## src/hdl/usp_pkg.sv

```systemverilog
// Shared types, character codes and the sequencer microprogram for the URI splitter.
`timescale 1ns / 1ps

package usp_pkg;

  // Default depth of the prefix store
  localparam int PrefixDepth = 16;

  // Microprogram counter width
  localparam int UpcW = 5;

  // Part codes
  localparam logic [2:0] PartScheme = 3'd0;
  localparam logic [2:0] PartAuth   = 3'd1;
  localparam logic [2:0] PartPath   = 3'd2;
  localparam logic [2:0] PartQuery  = 3'd3;
  localparam logic [2:0] PartFrag   = 3'd4;

  // Characters the splitter reacts to
  localparam logic [7:0] ChColon = 8'h3A;
  localparam logic [7:0] ChSlash = 8'h2F;
  localparam logic [7:0] ChQuest = 8'h3F;
  localparam logic [7:0] ChHash  = 8'h23;
  localparam logic [7:0] ChDot   = 8'h2E;
  localparam logic [7:0] ChAt    = 8'h40;
  localparam logic [7:0] ChBrack = 8'h5B;
  localparam logic [7:0] ChPlus  = 8'h2B;
  localparam logic [7:0] ChMinus = 8'h2D;

  // Length of "https"
  localparam logic [2:0] WebLen = 3'd5;

  // Datapath operations, one per control word
  typedef enum logic [3:0] {
    OP_NOP,
    OP_ACCEPT,
    OP_MARK_OVF,
    OP_STORE,
    OP_SCH_INIT,
    OP_RD,
    OP_EMIT_SCH,
    OP_SCH_END,
    OP_REP_INIT,
    OP_RUN_MEM,
    OP_INC,
    OP_CLR_CNT,
    OP_RUN_CH,
    OP_SUMMARY,
    OP_FLUSH
  } op_e;

  // Jump conditions
  typedef enum logic [3:0] {
    C_NEVER,
    C_ALWAYS,
    C_IDLE_WAIT,
    C_DECIDED,
    C_COLON,
    C_REPLAY,
    C_IDX_END,
    C_RUN_MORE,
    C_NOT_LAST
  } cond_e;

  typedef struct packed {
    op_e             op;
    cond_e           cond;
    logic [UpcW-1:0] target;
  } uword_t;

  // One result word before the run_last tag is attached
  typedef struct packed {
    logic [7:0] out_char;
    logic [2:0] part;
    logic       is_summary;
    logic       scheme_valid;
    logic       is_web_url;
    logic       prefix_overflow;
  } res_t;

  // Program addresses
  localparam logic [UpcW-1:0] UpcIdle   = 5'd0;
  localparam logic [UpcW-1:0] UpcDisp   = 5'd1;
  localparam logic [UpcW-1:0] UpcColon  = 5'd2;
  localparam logic [UpcW-1:0] UpcClass  = 5'd3;
  localparam logic [UpcW-1:0] UpcStore  = 5'd4;
  localparam logic [UpcW-1:0] UpcSch    = 5'd5;
  localparam logic [UpcW-1:0] UpcSchRd  = 5'd6;
  localparam logic [UpcW-1:0] UpcSchOut = 5'd7;
  localparam logic [UpcW-1:0] UpcSchEnd = 5'd8;
  localparam logic [UpcW-1:0] UpcRep    = 5'd9;
  localparam logic [UpcW-1:0] UpcRepRd  = 5'd10;
  localparam logic [UpcW-1:0] UpcRepRun = 5'd11;
  localparam logic [UpcW-1:0] UpcRepInc = 5'd12;
  localparam logic [UpcW-1:0] UpcRepEnd = 5'd13;
  localparam logic [UpcW-1:0] UpcRun    = 5'd14;
  localparam logic [UpcW-1:0] UpcTail   = 5'd15;
  localparam logic [UpcW-1:0] UpcSumm   = 5'd16;
  localparam logic [UpcW-1:0] UpcFlush  = 5'd17;

  // Control store: next address is target when cond holds, else the following step
  function automatic uword_t ucode(input logic [UpcW-1:0] addr);
    uword_t w;
    w = '{op: OP_ACCEPT, cond: C_IDLE_WAIT, target: UpcIdle};
    case (addr)
      UpcIdle:   w = '{op: OP_ACCEPT,   cond: C_IDLE_WAIT, target: UpcIdle};
      UpcDisp:   w = '{op: OP_NOP,      cond: C_DECIDED,   target: UpcRun};
      UpcColon:  w = '{op: OP_NOP,      cond: C_COLON,     target: UpcSch};
      UpcClass:  w = '{op: OP_MARK_OVF, cond: C_REPLAY,    target: UpcRep};
      UpcStore:  w = '{op: OP_STORE,    cond: C_ALWAYS,    target: UpcFlush};
      UpcSch:    w = '{op: OP_SCH_INIT, cond: C_NEVER,     target: UpcIdle};
      UpcSchRd:  w = '{op: OP_RD,       cond: C_IDX_END,   target: UpcSchEnd};
      UpcSchOut: w = '{op: OP_EMIT_SCH, cond: C_ALWAYS,    target: UpcSchRd};
      UpcSchEnd: w = '{op: OP_SCH_END,  cond: C_ALWAYS,    target: UpcTail};
      UpcRep:    w = '{op: OP_REP_INIT, cond: C_NEVER,     target: UpcIdle};
      UpcRepRd:  w = '{op: OP_RD,       cond: C_IDX_END,   target: UpcRepEnd};
      UpcRepRun: w = '{op: OP_RUN_MEM,  cond: C_RUN_MORE,  target: UpcRepRun};
      UpcRepInc: w = '{op: OP_INC,      cond: C_ALWAYS,    target: UpcRepRd};
      UpcRepEnd: w = '{op: OP_CLR_CNT,  cond: C_NEVER,     target: UpcIdle};
      UpcRun:    w = '{op: OP_RUN_CH,   cond: C_RUN_MORE,  target: UpcRun};
      UpcTail:   w = '{op: OP_NOP,      cond: C_NOT_LAST,  target: UpcFlush};
      UpcSumm:   w = '{op: OP_SUMMARY,  cond: C_NEVER,     target: UpcIdle};
      UpcFlush:  w = '{op: OP_FLUSH,    cond: C_ALWAYS,    target: UpcIdle};
      default:   w = '{op: OP_ACCEPT,   cond: C_IDLE_WAIT, target: UpcIdle};
    endcase
    return w;
  endfunction

  function automatic logic is_alpha(input logic [7:0] c);
    return ((c >= 8'h61) && (c <= 8'h7A)) || ((c >= 8'h41) && (c <= 8'h5A));
  endfunction

  function automatic logic is_scheme_byte(input logic [7:0] c);
    return is_alpha(c) || ((c >= 8'h30) && (c <= 8'h39)) ||
           (c == ChPlus) || (c == ChDot) || (c == ChMinus);
  endfunction

  function automatic logic is_delim(input logic [7:0] c);
    return (c == ChDot) || (c == ChAt) || (c == ChSlash) ||
           (c == ChBrack) || (c == ChQuest) || (c == ChHash);
  endfunction

  // Letters of "https" by position
  function automatic logic [7:0] web_char(input logic [2:0] pos);
    logic [7:0] c;
    case (pos)
      3'd0:    c = 8'h68;
      3'd1:    c = 8'h74;
      3'd2:    c = 8'h74;
      3'd3:    c = 8'h70;
      3'd4:    c = 8'h73;
      default: c = 8'h00;
    endcase
    return c;
  endfunction

endpackage

```

## src/hdl/usp_ram.sv

```systemverilog
// Generic single-write, single-read RAM with registered read data.
`timescale 1ns / 1ps

module usp_ram #(
  parameter int WIDTH = 8,
  parameter int DEPTH = 16
) (
  input  logic                     clk_i,
  input  logic                     we_i,
  input  logic [$clog2(DEPTH)-1:0] waddr_i,
  input  logic [WIDTH-1:0]         wdata_i,
  input  logic                     re_i,
  input  logic [$clog2(DEPTH)-1:0] raddr_i,
  output logic [WIDTH-1:0]         rdata_o
);

  logic [WIDTH-1:0] mem_q [DEPTH];

  // Write port
  always_ff @(posedge clk_i) begin
    if (we_i) begin
      mem_q[waddr_i] <= wdata_i;
    end
  end

  // Read port, data holds until the next read
  always_ff @(posedge clk_i) begin
    if (re_i) begin
      rdata_o <= mem_q[raddr_i];
    end
  end

endmodule

```

## src/hdl/uri_component_splitter_unit.sv

```systemverilog
// URI component splitter: microcoded sequencer, prefix store and output staging.
//
//   channel | direction | handshake               | payload
//   --------+-----------+-------------------------+------------------------------------------
//   in      | input     | in_valid_i / in_stall_o | ch_i, last_i
//   out     | output    | out_valid_o/out_stall_i | out_char_o, part_o, is_summary_o,
//           |           |                         | scheme_valid_o, is_web_url_o,
//           |           |                         | prefix_overflow_o, run_last_o
//
// A byte passes from accept through dispatch and is then either run through the part machine (a
// second run step when it needs another look) or only stored; the final byte adds a summary step.
// A scheme emit takes one prefix store read and one emit step per stored byte; a replay takes a
// read, one or two run steps and an advance per stored byte.
// Each result waits one word in a staging register so run_last can be attached.
// Reset is asynchronous; no clearing pass, only prefix store data below its count is used.
// A stalled output freezes the sequencer at a step that may emit or flush.
`timescale 1ns / 1ps

module uri_component_splitter_unit #(
  parameter int PREFIX_DEPTH = usp_pkg::PrefixDepth
) (
  input  logic       clk_i,
  input  logic       rst_ni,
  input  logic       in_valid_i,
  output logic       in_stall_o,
  input  logic [7:0] ch_i,
  input  logic       last_i,
  output logic       out_valid_o,
  input  logic       out_stall_i,
  output logic [7:0] out_char_o,
  output logic [2:0] part_o,
  output logic       is_summary_o,
  output logic       scheme_valid_o,
  output logic       is_web_url_o,
  output logic       prefix_overflow_o,
  output logic       run_last_o
);

  localparam int CW = $clog2(PREFIX_DEPTH + 1);
  localparam int AW = $clog2(PREFIX_DEPTH);
  localparam logic [CW-1:0] CntFull = CW'(PREFIX_DEPTH);

  typedef enum logic [2:0] {
    PH_UNDECIDED,
    PH_START,
    PH_SLASH1,
    PH_AUTH,
    PH_PATH,
    PH_QUERY,
    PH_FRAG
  } phase_e;

  logic [usp_pkg::UpcW-1:0] upc_q, upc_d;
  phase_e        phase_q, phase_d;
  logic [CW-1:0] cnt_q, cnt_d;
  logic [CW-1:0] idx_q, idx_d;
  logic          valid_q, valid_d;
  logic [2:0]    web_pos_q, web_pos_d;
  logic          web_mis_q, web_mis_d;
  logic          ovf_q, ovf_d;
  logic          scheme_q, scheme_d;
  logic [7:0]    ch_q, ch_d;
  logic          last_q, last_d;
  usp_pkg::res_t pend_q, pend_d;
  logic          pend_valid_q, pend_valid_d;
  usp_pkg::res_t out_q, out_d;
  logic          out_valid_q, out_valid_d;
  logic          out_last_q, out_last_d;

  usp_pkg::uword_t uw;
  logic            accept;
  logic            out_free;
  logic            emit_ok;
  logic            emit_req;
  usp_pkg::res_t   emit_res;
  logic            hold;
  logic            take;
  logic            is_run;
  logic [7:0]      run_c;
  logic            run_fin;
  phase_e          run_phase;
  logic            run_emit;
  logic [7:0]      run_char;
  logic [2:0]      run_part;
  logic            run_done;
  logic            summ_valid;
  logic            ram_we;
  logic            ram_re;
  logic [7:0]      ram_rdata;

  // Prefix store
  usp_ram #(
    .WIDTH (8),
    .DEPTH (PREFIX_DEPTH)
  ) u_prefix (
    .clk_i   (clk_i),
    .we_i    (ram_we),
    .waddr_i (cnt_q[AW-1:0]),
    .wdata_i (ch_q),
    .re_i    (ram_re),
    .raddr_i (idx_q[AW-1:0]),
    .rdata_o (ram_rdata)
  );

  // Control word fetch and input handshake
  assign uw         = usp_pkg::ucode(upc_q);
  assign in_stall_o = (uw.op != usp_pkg::OP_ACCEPT);
  assign accept     = in_valid_i && (uw.op == usp_pkg::OP_ACCEPT);

  // Part machine: one sub-step per cycle unless the output stalls, done low when the byte needs another look
  assign is_run  = (uw.op == usp_pkg::OP_RUN_MEM) || (uw.op == usp_pkg::OP_RUN_CH);
  assign run_c   = (uw.op == usp_pkg::OP_RUN_MEM) ? ram_rdata : ch_q;
  assign run_fin = (uw.op == usp_pkg::OP_RUN_CH) && last_q;

  always_comb begin
    run_phase = phase_q;
    run_emit  = 1'b0;
    run_char  = run_c;
    run_part  = usp_pkg::PartPath;
    run_done  = 1'b1;
    case (phase_q)
      PH_START: begin
        if ((run_c == usp_pkg::ChSlash) && !run_fin) begin
          run_phase = PH_SLASH1;
        end else begin
          run_phase = PH_PATH;
          run_done  = 1'b0;
        end
      end
      PH_SLASH1: begin
        if (run_c == usp_pkg::ChSlash) begin
          run_phase = PH_AUTH;
        end else begin
          // lone slash is path content, then the byte itself is looked at again in the path phase
          run_emit  = 1'b1;
          run_char  = usp_pkg::ChSlash;
          run_phase = PH_PATH;
          run_done  = 1'b0;
        end
      end
      PH_AUTH: begin
        if (run_c != usp_pkg::ChSlash) begin
          run_emit = 1'b1;
          run_part = usp_pkg::PartAuth;
        end else begin
          run_phase = PH_PATH;
          run_done  = 1'b0;
        end
      end
      PH_PATH: begin
        if (run_c == usp_pkg::ChQuest) begin
          run_phase = PH_QUERY;
        end else begin
          run_emit = 1'b1;
        end
      end
      PH_QUERY: begin
        if (run_c == usp_pkg::ChHash) begin
          run_phase = PH_FRAG;
        end else begin
          run_emit = 1'b1;
          run_part = usp_pkg::PartQuery;
        end
      end
      PH_FRAG: begin
        run_emit = 1'b1;
        run_part = usp_pkg::PartFrag;
      end
      default: begin
        run_done = 1'b1;
      end
    endcase
  end

  // Result source select
  assign summ_valid = scheme_q && valid_q;

  always_comb begin
    emit_res = '0;
    emit_req = 1'b0;
    case (uw.op)
      usp_pkg::OP_RUN_MEM, usp_pkg::OP_RUN_CH: begin
        emit_req          = run_emit;
        emit_res.out_char = run_char;
        emit_res.part     = run_part;
      end
      usp_pkg::OP_EMIT_SCH: begin
        emit_req          = 1'b1;
        emit_res.out_char = ram_rdata;
        emit_res.part     = usp_pkg::PartScheme;
      end
      usp_pkg::OP_SUMMARY: begin
        emit_req                 = 1'b1;
        emit_res.is_summary      = 1'b1;
        emit_res.scheme_valid    = summ_valid;
        emit_res.is_web_url      = summ_valid && !web_mis_q &&
                                   ((web_pos_q == 3'd4) || (web_pos_q == usp_pkg::WebLen));
        emit_res.prefix_overflow = ovf_q;
      end
      default: begin
        emit_req = 1'b0;
      end
    endcase
  end

  // Stall: a step that may emit waits until the staging word can move on
  assign out_free = !out_valid_q || !out_stall_i;
  assign emit_ok  = !pend_valid_q || out_free;
  assign hold = ((is_run || (uw.op == usp_pkg::OP_EMIT_SCH) ||
                  (uw.op == usp_pkg::OP_SUMMARY)) && !emit_ok) ||
                ((uw.op == usp_pkg::OP_FLUSH) && pend_valid_q && !out_free);

  // Jump condition
  always_comb begin
    case (uw.cond)
      usp_pkg::C_NEVER:     take = 1'b0;
      usp_pkg::C_ALWAYS:    take = 1'b1;
      usp_pkg::C_IDLE_WAIT: take = !accept;
      usp_pkg::C_DECIDED:   take = (phase_q != PH_UNDECIDED);
      usp_pkg::C_COLON:     take = (ch_q == usp_pkg::ChColon);
      usp_pkg::C_REPLAY:    take = usp_pkg::is_delim(ch_q) || (cnt_q == CntFull) || last_q;
      usp_pkg::C_IDX_END:   take = (idx_q == cnt_q);
      usp_pkg::C_RUN_MORE:  take = !run_done;
      usp_pkg::C_NOT_LAST:  take = !last_q;
      default:              take = 1'b0;
    endcase
  end

  // Sequencer and datapath next state
  always_comb begin
    upc_d        = upc_q;
    phase_d      = phase_q;
    cnt_d        = cnt_q;
    idx_d        = idx_q;
    valid_d      = valid_q;
    web_pos_d    = web_pos_q;
    web_mis_d    = web_mis_q;
    ovf_d        = ovf_q;
    scheme_d     = scheme_q;
    ch_d         = ch_q;
    last_d       = last_q;
    pend_d       = pend_q;
    pend_valid_d = pend_valid_q;
    out_d        = out_q;
    out_last_d   = out_last_q;
    out_valid_d  = out_valid_q && out_stall_i;
    ram_we       = 1'b0;
    ram_re       = 1'b0;

    if (!hold) begin
      upc_d = take ? uw.target : upc_q + 1'b1;
      case (uw.op)
        usp_pkg::OP_ACCEPT: begin
          if (accept) begin
            ch_d   = ch_i;
            last_d = last_i;
          end
        end
        usp_pkg::OP_MARK_OVF: begin
          if ((cnt_q == CntFull) && !usp_pkg::is_delim(ch_q)) begin
            ovf_d = 1'b1;
          end
        end
        usp_pkg::OP_STORE: begin
          ram_we = 1'b1;
          if (cnt_q == '0) begin
            valid_d = usp_pkg::is_alpha(ch_q);
          end else if (!usp_pkg::is_scheme_byte(ch_q)) begin
            valid_d = 1'b0;
          end
          if ((web_pos_q < usp_pkg::WebLen) && (usp_pkg::web_char(web_pos_q) == ch_q)) begin
            web_pos_d = web_pos_q + 1'b1;
          end else begin
            web_mis_d = 1'b1;
          end
          cnt_d = cnt_q + 1'b1;
        end
        usp_pkg::OP_SCH_INIT: begin
          idx_d    = '0;
          scheme_d = 1'b1;
          phase_d  = PH_START;
          if (cnt_q == '0) begin
            valid_d = 1'b0;
          end
        end
        usp_pkg::OP_RD: begin
          ram_re = 1'b1;
        end
        usp_pkg::OP_EMIT_SCH, usp_pkg::OP_INC: begin
          idx_d = idx_q + 1'b1;
        end
        usp_pkg::OP_SCH_END, usp_pkg::OP_CLR_CNT: begin
          cnt_d = '0;
        end
        usp_pkg::OP_REP_INIT: begin
          idx_d    = '0;
          scheme_d = 1'b0;
          phase_d  = PH_START;
        end
        usp_pkg::OP_RUN_MEM, usp_pkg::OP_RUN_CH: begin
          phase_d = run_phase;
        end
        usp_pkg::OP_SUMMARY: begin
          // every part starts empty for the next URI
          phase_d   = PH_UNDECIDED;
          cnt_d     = '0;
          valid_d   = 1'b0;
          web_pos_d = '0;
          web_mis_d = 1'b0;
          ovf_d     = 1'b0;
          scheme_d  = 1'b0;
        end
        default: begin
          upc_d = take ? uw.target : upc_q + 1'b1;
        end
      endcase

      // Staging: a new word pushes the held one out, not yet last
      if (emit_req) begin
        if (pend_valid_q) begin
          out_d       = pend_q;
          out_last_d  = 1'b0;
          out_valid_d = 1'b1;
        end
        pend_d       = emit_res;
        pend_valid_d = 1'b1;
      end

      // End of item: the held word is the last one
      if ((uw.op == usp_pkg::OP_FLUSH) && pend_valid_q) begin
        out_d        = pend_q;
        out_last_d   = 1'b1;
        out_valid_d  = 1'b1;
        pend_valid_d = 1'b0;
      end
    end
  end

  // State registers
  always_ff @(posedge clk_i or negedge rst_ni) begin
    if (!rst_ni) begin
      upc_q        <= usp_pkg::UpcIdle;
      phase_q      <= PH_UNDECIDED;
      cnt_q        <= '0;
      idx_q        <= '0;
      valid_q      <= 1'b0;
      web_pos_q    <= '0;
      web_mis_q    <= 1'b0;
      ovf_q        <= 1'b0;
      scheme_q     <= 1'b0;
      ch_q         <= '0;
      last_q       <= 1'b0;
      pend_q       <= '0;
      pend_valid_q <= 1'b0;
      out_q        <= '0;
      out_last_q   <= 1'b0;
      out_valid_q  <= 1'b0;
    end else begin
      upc_q        <= upc_d;
      phase_q      <= phase_d;
      cnt_q        <= cnt_d;
      idx_q        <= idx_d;
      valid_q      <= valid_d;
      web_pos_q    <= web_pos_d;
      web_mis_q    <= web_mis_d;
      ovf_q        <= ovf_d;
      scheme_q     <= scheme_d;
      ch_q         <= ch_d;
      last_q       <= last_d;
      pend_q       <= pend_d;
      pend_valid_q <= pend_valid_d;
      out_q        <= out_d;
      out_last_q   <= out_last_d;
      out_valid_q  <= out_valid_d;
    end
  end

  // Output port
  assign out_valid_o       = out_valid_q;
  assign out_char_o        = out_q.out_char;
  assign part_o            = out_q.part;
  assign is_summary_o      = out_q.is_summary;
  assign scheme_valid_o    = out_q.scheme_valid;
  assign is_web_url_o      = out_q.is_web_url;
  assign prefix_overflow_o = out_q.prefix_overflow;
  assign run_last_o        = out_last_q;

  // Checks
  a_busy_after_accept: assert property (@(posedge clk_i) disable iff (!rst_ni)
    accept |=> in_stall_o)
    else $error("input taken again before the sequencer left idle");

  a_cnt_range: assert property (@(posedge clk_i) disable iff (!rst_ni)
    cnt_q <= CntFull)
    else $error("prefix count beyond store depth");

  a_idle_drained: assert property (@(posedge clk_i) disable iff (!rst_ni)
    (upc_q == usp_pkg::UpcIdle) |-> !pend_valid_q)
    else $error("staged result left over at idle");

  a_summary_last: assert property (@(posedge clk_i) disable iff (!rst_ni)
    (out_valid_o && is_summary_o) |-> (run_last_o && (out_char_o == 8'h00) &&
                                       (part_o == usp_pkg::PartScheme)))
    else $error("summary word malformed");

  a_summary_clears: assert property (@(posedge clk_i) disable iff (!rst_ni)
    ((uw.op == usp_pkg::OP_SUMMARY) && !hold) |=>
      ((phase_q == PH_UNDECIDED) && (cnt_q == '0) && !ovf_q))
    else $error("state not cleared after summary");

endmodule
```

## config.mk

```make
export PLATFORM = sky130hd
export DESIGN_NAME = uri_component_splitter_unit
export DESIGN_NICKNAME = d
export VERILOG_FILES = /design/src/hdl/usp_pkg.sv /design/src/hdl/usp_ram.sv /design/src/hdl/uri_component_splitter_unit.sv
export SDC_FILE = /design/constraint.sdc
export NUM_CORES = 1
export LEC_CHECK = 0
export ABC_AREA = 0
export BUFFER_PORTS_ARGS = -buffer_cell sky130_fd_sc_hd__buf_2
export CAP_MARGIN = 5
export CORE_MARGIN = 3
export CORE_UTILIZATION = 40
export CTS_CLUSTER_DIAMETER = 120
export DETAILED_ROUTE_END_ITERATION = 6
export SLEW_MARGIN = 10
export SYNTH_ARGS = -nofsm -noshare
export SYNTH_HDL_FRONTEND = slang
export SYNTH_SLANG_ARGS = --single-unit
export TNS_END_PERCENT = 30
```

## constraint.sdc

```tcl
create_clock -name clk_i -period 4.17 [get_ports clk_i]
set_clock_uncertainty 0.2 [all_clocks]
set_input_delay 0.417 -clock clk_i [delete_from_list [all_inputs] [get_ports clk_i]]
set_output_delay 0.417 -clock clk_i [all_outputs]
set_load 0.01 [all_outputs]
```

==> impl_results.rst <==
.. list-table::
   :header-rows: 1

   * - Metric
     - Value
   * - Post-layout min period
     - ~3800 ps
   * - Non-filler instance count after layout
     - between 1000 and 1500
   * - GRT Overall Usage
     - around 17%
   * - Number of library cell types mapped by synthesis
     - 81
   * - Number of global-route vias before repair
     - around 6400
   * - Detailed Route Iter0 Violations
     - about 640
   * - Clk pwr share
     - 19.9%
   * - Final setup violation count
     - 0
   * - Synth top cells by count
     - sky130_fd_sc_hd__edfxtp_1, sky130_fd_sc_hd__dfrtp_1, sky130_fd_sc_hd__nor2_1, sky130_fd_sc_hd__nand2_1, sky130_fd_sc_hd__mux4_2
   * - Clock root buffer master
     - sky130_fd_sc_hd__clkbuf_16
   * - Synthesized netlist net count
     - 759
   * - Avg Cell Area, Syn
     - 13.6 um^2
   * - Worst min path class
     - input port to asynchronous set/reset pin
   * - Top-Level Pins
     - 31
   * - Critical Setup Path Class
     - register to register
   * - Area enclosed by the die boundary
     - approximately 27000 um^2
   * - Final number of max-transition violations
     - 0
   * - Worst endpoint data arrival time
     - approximately 4000 ps
   * - Synth async-reset ratio
     - 33.0%
   * - Cells after synthesis
     - 729
   * - Global-route wire length before repair
     - 36100 um
   * - Final nets
     - 820
   * - Largest cells by area after synthesis
     - sky130_fd_sc_hd__edfxtp_1, sky130_fd_sc_hd__dfrtp_1, sky130_fd_sc_hd__mux4_2
   * - CP cell instances
     - inv_1 -> ha_1 -> or2_1 -> a2111o_1 -> nand2_1 -> nor4b_2 -> o31ai_1 -> o21ai_4 -> a21oi_4 -> mux2_2
   * - Data required time at the worst endpoint
     - 4360 ps
   * - Clock sink count
     - 203
   * - Most frequent cell after synthesis
     - sky130_fd_sc_hd__edfxtp_1
   * - End-of-flow core utilization
     - 47.4%
   * - Sequential group share of total power
     - 35.0%
   * - Internal power component
     - 5.55 mW
   * - Pre-CTS setup slack
     - 396 ps
   * - Leakage Power
     - between 4 and 5 nW
   * - Antenna violations before repair
     - 0
   * - Setup TNS
     - 0 ps
   * - Achievable frequency
     - about 260 MHz
   * - Vias post-DR
     - between 6000 and 7000
   * - End of the worst register-to-register path
     - pend_q[8]$_DFFE_PN0P_
   * - Number of buffers and inverters on the critical path
     - 1
   * - Maximum fanout along the worst path
     - 13
   * - Width of the die
     - between 150 and 200 um
   * - Power density over cell area
     - 805 nW/um^2
   * - Number of synthesized register bits
     - 203
   * - Number of failing hold endpoints at the final stage
     - 0
   * - Row cnt
     - 56
   * - Number of synthesized flops with an enable pin
     - 136
   * - Synthesis-to-layout area growth
     - 14.3%
   * - Actual slew at the worst max-slew pin
     - around 870 ps
   * - R2R Setup Slk
     - around 320 ps
   * - Clock transition at the registers of the reported paths
     - 60 ps
   * - Number of CTS-inserted buffers
     - 21
   * - Critical Path Slowest Stage Cell
     - sky130_fd_sc_hd__dfrtp_1
   * - Switching power as a share of total power
     - 39.1%
   * - Max incr delay on CP
     - 490 ps
   * - CP top delay family
     - compound AO/OA/AOI/OAI gates
   * - Core region area
     - between 20000 and 25000 um^2
   * - Endpoint class of the critical path
     - register
   * - Final worst-path cycle share
     - between 90 and 100%
   * - Pwr Total
     - between 9 and 10 mW
   * - First drt pass iteration count
     - 5
   * - Ratio of cells with drive above 1 in the final layout
     - 24.5%
   * - Routed WL per cell
     - 20.3 um
   * - H-tree depth
     - 1
   * - NetSw
     - 3.57 mW
   * - Part of the power in combinational logic
     - 45.2%
   * - Insertion delay to the later sink of the worst-skew pair
     - 510 ps
   * - Fraction of synthesized cell area taken by the top area cell type
     - 41.2%
   * - Slew HR
     - a little over two fifths
   * - RSZ-0062 raised after global routing
     - false
   * - TritonCTS clock tree
     - done
   * - Total number of yosys warnings
     - 0
   * - Run status
     - complete, no violations
   * - Startpoint of the most critical register-to-register path
     - upc_q[0]$_DFFE_PN0P_
   * - Maximum clock insertion buffer count
     - 3
   * - DPL Wire Length
     - 15800 um
   * - Cell Count Post-Placement
     - 1075
   * - Total length of routed wires
     - approximately 23000 um
   * - Die Y-Extent
     - 163 um
   * - Initial standard-cell utilization of the core
     - 41.4%
   * - Area leader, netlist
     - sky130_fd_sc_hd__edfxtp_1
   * - Detailed-route vias per instance
     - about 5.6
   * - Count of antenna-violating nets left after detailed routing
     - 0
   * - Overflow left after global routing
     - 0
   * - Type of origin of the critical path
     - register
   * - Commonest register cell after synthesis
     - sky130_fd_sc_hd__edfxtp_1
   * - IO Port Bufs
     - 30
   * - Number of cells on the worst reg-to-reg path
     - 10
   * - MaxCap Viol Count
     - 0
   * - Critical path startpoint
     - upc_q[0]$_DFFE_PN0P_
   * - Final worst slack
     - 321 ps
   * - Syn Std Cell Area
     - 9900 um^2
   * - Number of remaining DRC errors
     - 0
   * - Number of antenna repair diodes
     - 0
   * - Part of the Yosys area used for sequential elements
     - approximately 58%
   * - Largest net degree at the start of global routing
     - 49
   * - Global placement routability congestion
     - 0.873
   * - Peak ir drop on the vdd network
     - between 0.3 and 0.4 mV
[registers in the layout, indices dropped and copies added (netlist names), 3 cells and up]
register and cells:
u_prefix.mem_q 128, pend_q 15, ch_q 8, out_char_o 8
u_prefix.rdata_o 8, cnt_q 5, idx_q 5, upc_q 5
part_o 3, phase_q 3, web_pos_q 3
[power groups by stage]
stage	sequential, mW	combinational [mW]	clock, mW
2_1_floorplan	3.04	3.10	0
3_3_place_gp	3.21	4.02	0
3_5_place_dp	3.23	4.10	0
4_1_cts	3.19	4.11	1.85
5_1_grt	3.25	4.50	1.92
6_report	3.19	4.12	1.81
[repair_timing]
item | CTS | global route
hold endpoints to repair | 29 | 0
hold buffers | 11 | 0
resized for setup | 0 | 0
endpoints found under the setup margin | 0 | 0
setup buffers | 0 | 0
[worst max path at each step]
stage	to	slack [ps]	cells after the start
finish	pend_q[8]$_DFFE_PN0P_	320	10
global route	phase_q[1]$_DFFE_PN0P_	6	11
CTS	pend_q[8]$_DFFE_PN0P_	370	10
detailed placement	pend_q[8]$_DFFE_PN0P_	400	10
global placement	pend_q[9]$_DFFE_PN0P_	490	10
floorplan	u_prefix.mem_q[3][0]$_DFFE_PP_	610	10
[per-stage QoR]
stage | hold WS, ps | instance area [um^2]
floorplan | -78.6 | 9900
global placement | 214 | 10500
detailed placement | 228 | 10500
CTS | 237 | 11300
global route | 255 | 11300
finish | 227 | 11300
[routing by layer]
layer / GRT usage (%) / share of wire, % / vias up
met4: 5.84 / 3.1 / 0
met5: 0 / 0 / -
li1: - / - / 2911
met3: 3.17 / 5.4 / 47
met1: 23.0 / 43 / 3133
met2: 28.9 / 48 / 186
[area by class of cell]
class | instances | area, um^2
clock inverters | 10 | 98.8
repair buffers | 83 | 588
fillers | 2091 | 12600
clock buffers | 28 | 562
flip-flops and latches | 203 | 5760
inverters | 21 | 78.8
multi-input cells | 460 | 3830
well taps | 319 | 399
[layout by cell type (no fill, tap or decap), types with 5 or more instances in the layout]
| cell type | instances |
|---|---|
| sky130_fd_sc_hd__a22o_1 | 7 |
| sky130_fd_sc_hd__o21ai_0 | 31 |
| sky130_fd_sc_hd__nor3_1 | 15 |
| sky130_fd_sc_hd__clkbuf_1 | 6 |
| sky130_fd_sc_hd__mux2_4 | 15 |
| sky130_fd_sc_hd__mux2_2 | 21 |
| sky130_fd_sc_hd__buf_2 | 30 |
| sky130_fd_sc_hd__nand2_1 | 53 |
| sky130_fd_sc_hd__xnor2_1 | 6 |
| sky130_fd_sc_hd__edfxtp_1 | 136 |
| sky130_fd_sc_hd__nand4_1 | 11 |
| sky130_fd_sc_hd__nor2_1 | 54 |
| sky130_fd_sc_hd__a21oi_1 | 23 |
| sky130_fd_sc_hd__and3_1 | 5 |
| sky130_fd_sc_hd__xor2_1 | 10 |
| sky130_fd_sc_hd__a31oi_1 | 7 |
| sky130_fd_sc_hd__nor2b_1 | 6 |
| sky130_fd_sc_hd__ha_1 | 17 |
| sky130_fd_sc_hd__nor4_1 | 5 |
| sky130_fd_sc_hd__mux2i_1 | 5 |
| sky130_fd_sc_hd__nand2b_1 | 9 |
| sky130_fd_sc_hd__inv_1 | 21 |
| sky130_fd_sc_hd__nand3_1 | 24 |
| sky130_fd_sc_hd__dfrtp_1 | 66 |
| sky130_fd_sc_hd__mux4_2 | 40 |
| sky130_fd_sc_hd__buf_4 | 41 |
| sky130_fd_sc_hd__dlygate4sd3_1 | 11 |
| sky130_fd_sc_hd__o31ai_1 | 7 |
| sky130_fd_sc_hd__clkbuf_16 | 21 |
| sky130_fd_sc_hd__nand3b_1 | 5 |
[cells by family (layout without fill, tap and decap cells)]
| kind of cell | count (synthesis) | in the layout | share of synthesized area (%) |
|---|---|---|---|
| flip-flops | 203 | 203 | 58.2 |
| buffers and inverters | 66 | 142 | 3.15 |
| AO/OA/AOI/OAI | 126 | 126 | 9.31 |
| adder cells (fa/ha/maj) | 17 | 17 | 2.15 |
| AND/OR/NAND/NOR | 220 | 220 | 11.5 |
| multiplexers | 81 | 81 | 14.3 |
| XOR/XNOR | 16 | 16 | 1.42 |
(Power assumes the default switching activity.)
